**config.mk**
```make
export PLATFORM = sky130hd
export DESIGN_NAME = fqsp_store
export DESIGN_NICKNAME = d
export VERILOG_FILES = /design/src/rtl/fifo_queue_with_search_purge_macros.svh /design/src/rtl/fqsp_pkg.sv /design/src/rtl/fqsp_store.sv
export SDC_FILE = /design/constraint.sdc
export NUM_CORES = 1
export LEC_CHECK = 0
export ABC_AREA = 1
export BUFFER_PORTS_ARGS = -buffer_cell sky130_fd_sc_hd__buf_2
export CAP_MARGIN = 0
export CORE_ASPECT_RATIO = 1.5
export CORE_MARGIN = 5
export CORE_UTILIZATION = 60
export DETAILED_ROUTE_END_ITERATION = 10
export PLACE_DENSITY = 0.79
export SLEW_MARGIN = 20
export SYNTH_ARGS = -nofsm -noshare
export SYNTH_HDL_FRONTEND = slang
export SYNTH_SLANG_ARGS = --single-unit
```
**constraint.sdc**
```tcl
create_clock -name clock -period 3.5 [get_ports clock]
set_clock_uncertainty 0.1 [all_clocks]
set_input_delay 0.875 -clock clock [delete_from_list [all_inputs] [get_ports clock]]
set_output_delay 0.875 -clock clock [all_outputs]
set_load 0.01 [all_outputs]
```
**src/rtl/fifo_queue_with_search_purge_macros.svh**
```systemverilog
// ----------------------------------------------------------------------------
// fifo_queue_with_search_purge_macros
// Assertion macros for the queue RTL; empty when synthesising.
// ----------------------------------------------------------------------------
`ifndef FIFO_QUEUE_WITH_SEARCH_PURGE_MACROS_SVH
`define FIFO_QUEUE_WITH_SEARCH_PURGE_MACROS_SVH

`ifndef SYNTHESIS

// Same-cycle implication, checked outside reset.
`define FQSP_ASSERT_IMPLY(label, clk, rst, ante, cons) \
   label: assert property (@(posedge clk) disable iff (rst) (ante) |-> (cons)) \
      else $error("queue assertion failed");

// Next-cycle implication, checked outside reset.
`define FQSP_ASSERT_NEXT(label, clk, rst, ante, cons) \
   label: assert property (@(posedge clk) disable iff (rst) (ante) |=> (cons)) \
      else $error("queue assertion failed");

`else

`define FQSP_ASSERT_IMPLY(label, clk, rst, ante, cons)
`define FQSP_ASSERT_NEXT(label, clk, rst, ante, cons)

`endif

`endif

```
**src/rtl/fqsp_pkg.sv**
```systemverilog
// ----------------------------------------------------------------------------
// fqsp_pkg
// Types, sizes and helpers for the searchable queue.
// ----------------------------------------------------------------------------
`timescale 1ns / 1ps
`default_nettype none

package fqsp_pkg;

   localparam int DEPTH  = 16;
   localparam int ELEM_W = 32;
   localparam int PTR_W  = $clog2(DEPTH);
   localparam int CNT_W  = $clog2(DEPTH + 1);

   localparam int CMD_W  = 2;
   localparam int VAL_W  = 32;
   localparam int STAT_W = 2;
   localparam int DATA_W = 32;
   localparam int OCC_W  = 5;

   typedef enum logic [CMD_W-1:0] {
      CMD_ENQ   = 2'd0,
      CMD_DEQ   = 2'd1,
      CMD_FIND  = 2'd2,
      CMD_PURGE = 2'd3
   } cmd_type;

   typedef enum logic [STAT_W-1:0] {
      ST_DONE  = 2'd0,
      ST_EMPTY = 2'd1,
      ST_FULL  = 2'd2
   } status_type;

   typedef enum logic [2:0] {
      S_IDLE,
      S_START,
      S_DEQ,
      S_SCAN,
      S_RESP
   } state_type;

   typedef struct packed {
      logic              en;
      logic [PTR_W-1:0]  addr;
      logic [ELEM_W-1:0] data;
   } mem_wr_type;

   // Physical slot of a logical offset from the head, wrapping at DEPTH.
   function automatic logic [PTR_W-1:0] slot_of(input logic [PTR_W-1:0] head,
                                                input logic [PTR_W-1:0] offset);
      logic [PTR_W:0] sum;
      sum = {1'b0, head} + {1'b0, offset};
      if (sum >= (PTR_W+1)'(DEPTH)) begin
         sum = sum - (PTR_W+1)'(DEPTH);
      end
      return sum[PTR_W-1:0];
   endfunction

endpackage

`default_nettype wire

```
**src/rtl/fqsp_store.sv**
```systemverilog
// ----------------------------------------------------------------------------
// fqsp_store
// Entry storage: one write port and one read port with registered read data.
// ----------------------------------------------------------------------------
`timescale 1ns / 1ps
`default_nettype none

module fqsp_store
   import fqsp_pkg::*;
(
   input  wire logic              clock,
   input  wire mem_wr_type        wr,
   input  wire logic [PTR_W-1:0]  rd_addr,
   output logic      [ELEM_W-1:0] rd_data
);

   logic [ELEM_W-1:0] mem [DEPTH];
   logic [ELEM_W-1:0] rd_data_ff;

   always_ff @(posedge clock) begin
      if (wr.en) begin
         mem[wr.addr] <= wr.data;
      end
   end

   always_ff @(posedge clock) begin
      rd_data_ff <= mem[rd_addr];
   end

   assign rd_data = rd_data_ff;

endmodule

`default_nettype wire

```
==> results of run 1 <==
registers in the layout (all words and copies together) (netlist names):
signal	cells
rd_data	32
mem	512
per-stage QoR:
stage               hold slack [ns]  cells  utilization, %
global route                  0.568   2704            67.2
global placement              0.529   2615            63.0
finish                        0.550   2704            67.2
detailed placement            0.543   2615            63.0
floorplan                     0.507   2120               -
CTS                           0.551   2703            67.2
where the power goes:
| part | leakage (µW) | total [µW] | switching (µW) | internal, µW |
|---|---|---|---|---|
| Combinational | 0.00511 | 846 | 603 | 243 |
| Sequential | 0.00490 | 7320 | 43.6 | 7280 |
| Clock | 0.000788 | 5370 | 2320 | 3050 |
critical path, stage by stage:
cell and delay [ns]:
buf_2 0.12, nand3b_1 0.39, nor2_4 0.64, buf_12 0.26
final cells by class:
type,count,share of cell area [%]
sequential,544,63.4
multi-input combinational,1081,18.5
inverter,390,5.83
clock buffer,53,4.83
timing repair buffer,111,3.50
tap,489,2.42
clock inverter,35,1.51
antenna,1,0.00991
cells in the mapped netlist:
master / n
buf_1: 14
dfxtp_1: 32
inv_1: 388
inv_2: 1
nor2_1: 17
edfxtp_1: 512
inv_4: 1
buf_4: 6
clkbuf_1: 14
buf_2: 41
nand2_1: 677
buf_6: 29
buf_12: 1
nand3b_1: 2
nand3_1: 385
worst min path at each step:
stage | to | depth (start not counted)
after CTS | rd_data[17]$_DFF_P_ | 6
after floorplan | rd_data[0]$_DFF_P_ | 6
after detailed placement | rd_data[23]$_DFF_P_ | 6
after global routing | mem[2][3]$_DFFE_PP_ | 1
after global placement | rd_data[23]$_DFF_P_ | 6
final | rd_data[23]$_DFF_P_ | 6
per-layer routing:
metal	global-route usage, %	vias up	share of wire [%]
met3	3.08	112	8.6
li1	-	6938	-
met1	31.8	7064	37
met4	9.46	4	3.2
met2	43.5	802	51
met5	0	-	0.048
cells by family after synthesis:
logic type	share of synthesized area [%]
simple gates	20.0
buf+inv	9.54
flops	70.5
==> run_results.csv, run 1 <==
group,metric,value,unit
outcome,status,"completed",
placement,gp_congestion,0.797,
setup_path,crit_end,"mem[4][15]$_DFFE_PP_",
global_route,overflow,0,
timing,slew-limit-headroom,32.5,%
floorplan,core_area,0.0376,mm²
detailed_routing,drt_iter0_drc,1915,
floorplan,start_util,60.5,%
timing,fin_crit,2.12,ns
placement,dpl.hpwl,26100,µm
timing,setup_slack,1.38,ns
setup_path,crit_required,3.67,ns
setup_path,cp-startpoint,"wr[35]",
placement,portBuffers,73,
detailed_routing,vias,14920,
timing,timing.setup.tns,0,ns
timing,finalHoldViolCount,0,
cells_and_area,syn_to_final_growth,11.1,%
clock_network,clock_sinks,544,
logic_synthesis,ys_seq_area_share,70.5,%
logic_synthesis,yosys.cell_types.count,15,
hold_path,worstHoldStart,"mem[10][23]$_DFFE_PP_",
clock_network,numCtsBuffers,47,
setup_path,rr_startpoint,"mem[15][8]$_DFFE_PP_",
clock_network,root_buffer,"clkbuf_16",
global_route,grt.total_usage,24.8,%
power_and_ir_drop,irDropWorstVdd,0.000326,V
clock_network,clock_path_buffers,3,
global_route,grt_max_degree,153,
placement,dp_slack,0.816,ns
timing,rsz0062_at_grt,"no",
cells_and_area,layout_commonest_cell,"nand2_1",
clock_network,cts_resized,0,
logic_synthesis,post-synth-top-area-cell,"edfxtp_1",
logic_synthesis,yosysWarnings,0,
power_and_ir_drop,finalPower,13500,µW
logic_synthesis,syn_area_per_cell,10.7,µm²
logic_synthesis,synthTopCellsByArea,"edfxtp_1 68%, nand2_1 11%, nand3_1 8.5%",
clock_network,cts_tree,"built",
cells_and_area,layout_common_cells,"677 x nand2_1, 512 x edfxtp_1, 386 x inv_1",
clock_network,postCtsSetupRepairBufs,0,
global_route,grt_pass1_vias,14864,
logic_synthesis,synth_area,0.0227,mm²
cells_and_area,fin_nets,2217,
floorplan,placementRows,87,
logic_synthesis,syn_nets,2162,
setup_path,critical_path_class,"in2reg",
detailed_routing,drt-pass1-iter-count,7,
detailed_routing,route.detailed.drc,0,
job,cap_violations,0,
setup_path,worst-r2r-cell-count,6,
floorplan,num_io_pins,74,
hold_path,hold_path_class,"reg2reg",
logic_synthesis,synth_cells,2120,
cells_and_area,multi_input_area,0.00467,mm²
global_route,grt_pass1_wl,80400,µm
logic_synthesis,ys_seq_elements,544,
timing,max_freq,0.471,GHz
setup_path,r2r_end,"rd_data[8]$_DFF_P_",
clock_network,cts-hold-fix-buffers,0,
clock_network,insertion_delay,0.58,ns
floorplan,die_y,248,µm
cells_and_area,fillCellCount,2561,
setup_path,start_kind,"input pin",
clock_network,path_clk_slew,0.07,ns
timing,worst_slew_pin_slew,1.01,ns
clock_network,htreeDepth,2,
setup_path,arrival,2.29,ns
detailed_routing,wl_per_cell,19.2,µm
detailed_routing,postRouteAntennaNets,0,
cells_and_area,register_area,0.0160,mm²
floorplan,fp.dieW,169,µm
power_and_ir_drop,p_leak,0.0108,µW
setup_path,path_max_fanout,18,
global_route,antenna_found_initial,4,
setup_path,end_kind,"flip-flop",
timing,post-route-period-util,60.7,%
cells_and_area,fin_area,0.0253,mm²
timing,setup_viol,0,
detailed_routing,routed_wl,52000,µm
logic_synthesis,synth_top_cell_area_share,67.6,%
floorplan,die_area,0.0420,mm²
detailed_routing,via_per_inst,5.52,
cells_and_area,drive_gt1_share,9.39,%
placement,postPlaceCellArea,0.0237,mm²
timing,final_max_slew_viol_count,0,
setup_path,rrSetupSlack,2.29,ns
power_and_ir_drop,p_per_area,536,mW/mm²
Note: power is estimated with default switching activity, not from simulation.
==> run 2: changes to the inputs <==
Settings changed: ABC_AREA 1 to 0, CORE_UTILIZATION 60 to 55, PLACE_DENSITY 0.79 to 0.77.
Clock period 3.5 ns to 1.9 ns, I/O delays scaled along.
==> run 2 against run 1 <==
Compared with the run above: worst hold slack worse by 0.37 ns; global-route usage down 2.9 points; synthesized cell count down 60%; routed wire length down 18%; largest cell class unchanged; highest routed layer unchanged; non-clock buffer count up 40; combinational power up 58%; synthesized area down 13%; cell count down 44%; final area down 7.0%; largest power group unchanged; critical path depth down 3.
==> run_results.csv, run 2 <==
group,metric,value,unit
cells_and_area,fin_nets,1034,
setup_path,path_max_fanout,1,
setup_path,crit_required,1.32,ns
power_and_ir_drop,irDropWorstVdd,0.000600,V
timing,setup_viol,0,
timing,max_freq,0.590,GHz
timing,final_max_slew_viol_count,0,
logic_synthesis,synth_edf_count,512,
setup_path,rr_startpoint,"mem[3][25]$_DFFE_PP_",
timing,slew-limit-headroom,32.9,%
floorplan,num_io_pins,74,
global_route,grt_max_degree,48,
logic_synthesis,syn_area_per_cell,23.7,µm²
setup_path,worst-r2r-cell-count,3,
setup_path,critical-path-top-delay-family,"flip-flops",
setup_path,r2r_end,"rd_data[25]$_DFF_P_",
cells_and_area,final_cells,1508,
detailed_routing,routed_wl,42600,µm
timing,whs,0.177,ns
floorplan,placementRows,85,
logic_synthesis,yosys.cell_types.count,18,
logic_synthesis,synthTopCellsByArea,"edfxtp_1 77%, mux4_2 15%, dfxtp_1 3.2%",
global_route,grt.total_usage,21.9,%
logic_synthesis,synth_cells,838,
logic_synthesis,post-synth-top-area-cell,"edfxtp_1",
setup_path,crit_path_top_delay_cell,"dfxtp_1",
setup_path,crit_end,"rd_data[30]",
hold_path,hold_path_class,"in2reg",
setup_path,rrSetupSlack,0.39,ns
detailed_routing,route.detailed.drc,0,
detailed_routing,postRouteAntennaNets,0,
logic_synthesis,synthArstFlopShare,0,%
setup_path,worst-path-buf-inv,1,
clock_network,numCtsBuffers,44,
clock_network,htreeDepth,2,
floorplan,die_y,243,µm
cells_and_area,layout_commonest_cell,"edfxtp_1",
setup_path,end_kind,"output pin",
setup_path,arrival,1.12,ns
setup_path,cp_num_cells,1,
floorplan,start_util,55.4,%
logic_synthesis,yosysWarnings,0,
logic_synthesis,syn_nets,880,
outcome,status,"completed",
placement,dpl.hpwl,23600,µm
logic_synthesis,post-synth-top-count-cell,"edfxtp_1",
timing,rsz0062_at_grt,"no",
placement,dp_cells,1424,
clock_network,insertion_delay,0.56,ns
placement,gp_congestion,0.731,
logic_synthesis,ys_seq_elements,544,
cells_and_area,finish.utilization,65.5,%
logic_synthesis,synth_area,0.0199,mm²
clock_network,root_buffer,"clkbuf_16",
detailed_routing,wl_per_cell,28.3,µm
floorplan,core_area,0.0358,mm²
power_and_ir_drop,p_leak,0.00764,µW
job,cap_violations,0,
detailed_routing,drt-pass1-iter-count,7,
detailed_routing,drt_iter0_drc,1018,
global_route,grt_pass1_vias,9995,
cells_and_area,fillCellCount,2213,
global_route,overflow,0,
timing,worst_slew_pin_slew,1.00,ns
clock_network,path_clk_slew,0.07,ns
timing,finalHoldViolCount,0,
floorplan,die_area,0.0401,mm²
cells_and_area,multi_input_area,0.00379,mm²
floorplan,fp.dieW,165,µm
clock_network,cts_tree,"built",
cells_and_area,register_area,0.0160,mm²
setup_path,slowest_delay,0.40,ns
timing,fin_crit,1.70,ns
power_and_ir_drop,p_per_area,1030,mW/mm²
timing,post-route-period-util,89.2,%
clock_network,cts-hold-fix-buffers,0,
cells_and_area,syn_to_final_growth,18.3,%
logic_synthesis,synth_top_cell_area_share,77.4,%
cells_and_area,layout_common_cells,"512 x edfxtp_1, 128 x mux4_2, 71 x buf_2",
global_route,grt_pass1_wl,63600,µm
cells_and_area,regMostFlops,"mem",
logic_synthesis,ys_seq_area_share,80.7,%
clock_network,clock_sinks,544,
setup_path,start_kind,"flip-flop",
cells_and_area,drive_gt1_share,35.7,%
detailed_routing,vias,9430,
clock_network,clock_path_buffers,3,
cells_and_area,largest_register_ff_count,512,
global_route,antenna_found_initial,5,
setup_path,cp-startpoint,"rd_data[30]$_DFF_P_",
clock_network,postCtsSetupRepairBufs,0,
setup_path,critical_path_class,"reg2out",
logic_synthesis,netlist_top_cells_count,"512 x edfxtp_1, 128 x mux4_2, 64 x a22oi_1, 33 x nand2_1, 32 x dfxtp_1",
placement,portBuffers,73,
clock_network,cts_resized,0,
logic_synthesis,synthFlopType,"edfxtp_1",
setup_path,cp_cell_sequence,"buf_2",
detailed_routing,via_per_inst,6.25,
## run 2: changes by cell type after synthesis, moves of 2 or more
cell / previous run / this run
nand2b_1: 0 / 2
nor3_1: 0 / 4
buf_4: 6 / 11
nor2_1: 17 / 13
buf_6: 29 / 2
nand2_1: 677 / 33
inv_1: 388 / 0
buf_2: 41 / 4
clkbuf_1: 14 / 17
mux4_2: 0 / 128
nand3_1: 385 / 1
nor2b_1: 0 / 2
a22oi_1: 0 / 64
buf_1: 14 / 9
## run 2: cell families after synthesis
kind of cell	synth area share, %
compound gates	2.42
buf+inv	1.12
flops	80.7
mux	14.5
simple gates	1.27
## run 2: power breakdown
group,total (µW),switching (µW),internal [µW]
logic,1340,733,609
clock network,9380,4010,5370
registers,13500,95.0,13400
## run 2: per-stage QoR
stage | setup WS [ns] | area, µm² | setup TNS, ns | power [µW]
global route | 0.183 | 23500 | 0 | 25000
global placement | -0.157 | 22000 | -8.51 | 15000
CTS | 0.201 | 23500 | 0 | 24400
finish | 0.205 | 23500 | 0 | 24200
floorplan | -0.384 | 20000 | -42.20 | 14400
detailed placement | -0.199 | 22000 | -11.44 | 15100
## run 2: per-layer routing
layer / vias to the layer above / track usage (%) / wire length, µm
met5: - / 0 / 19
met4: 4 / 6.76 / 1320
met3: 100 / 3.72 / 3720
met2: 526 / 36.6 / 22500
met1: 4918 / 29.8 / 15100
li1: 3882 / - / -
## run 2: worst min path at each step
stage                              start                   end  slack, ns  cells after the start
floorplan                          wr[0]   mem[0][0]$_DFFE_PP_       0.47                      0
global placement    mem[14][5]$_DFFE_PP_    rd_data[5]$_DFF_P_       0.55                      3
detailed placement  mem[12][1]$_DFFE_PP_    rd_data[1]$_DFF_P_       0.56                      3
CTS                               wr[14]  mem[5][14]$_DFFE_PP_       0.16                      1
global route                      wr[21]  mem[1][21]$_DFFE_PP_       0.18                      1
finish                            wr[14]  mem[5][14]$_DFFE_PP_       0.18                      1
## run 2: layout make-up
class	count	share of cell area (%)
tap	478	2.55
clock buffer	63	5.42
sequential	544	68.2
antenna	3	0.0320
clock inverter	18	0.948
timing repair buffer	151	6.71
multi-input combinational	251	16.1
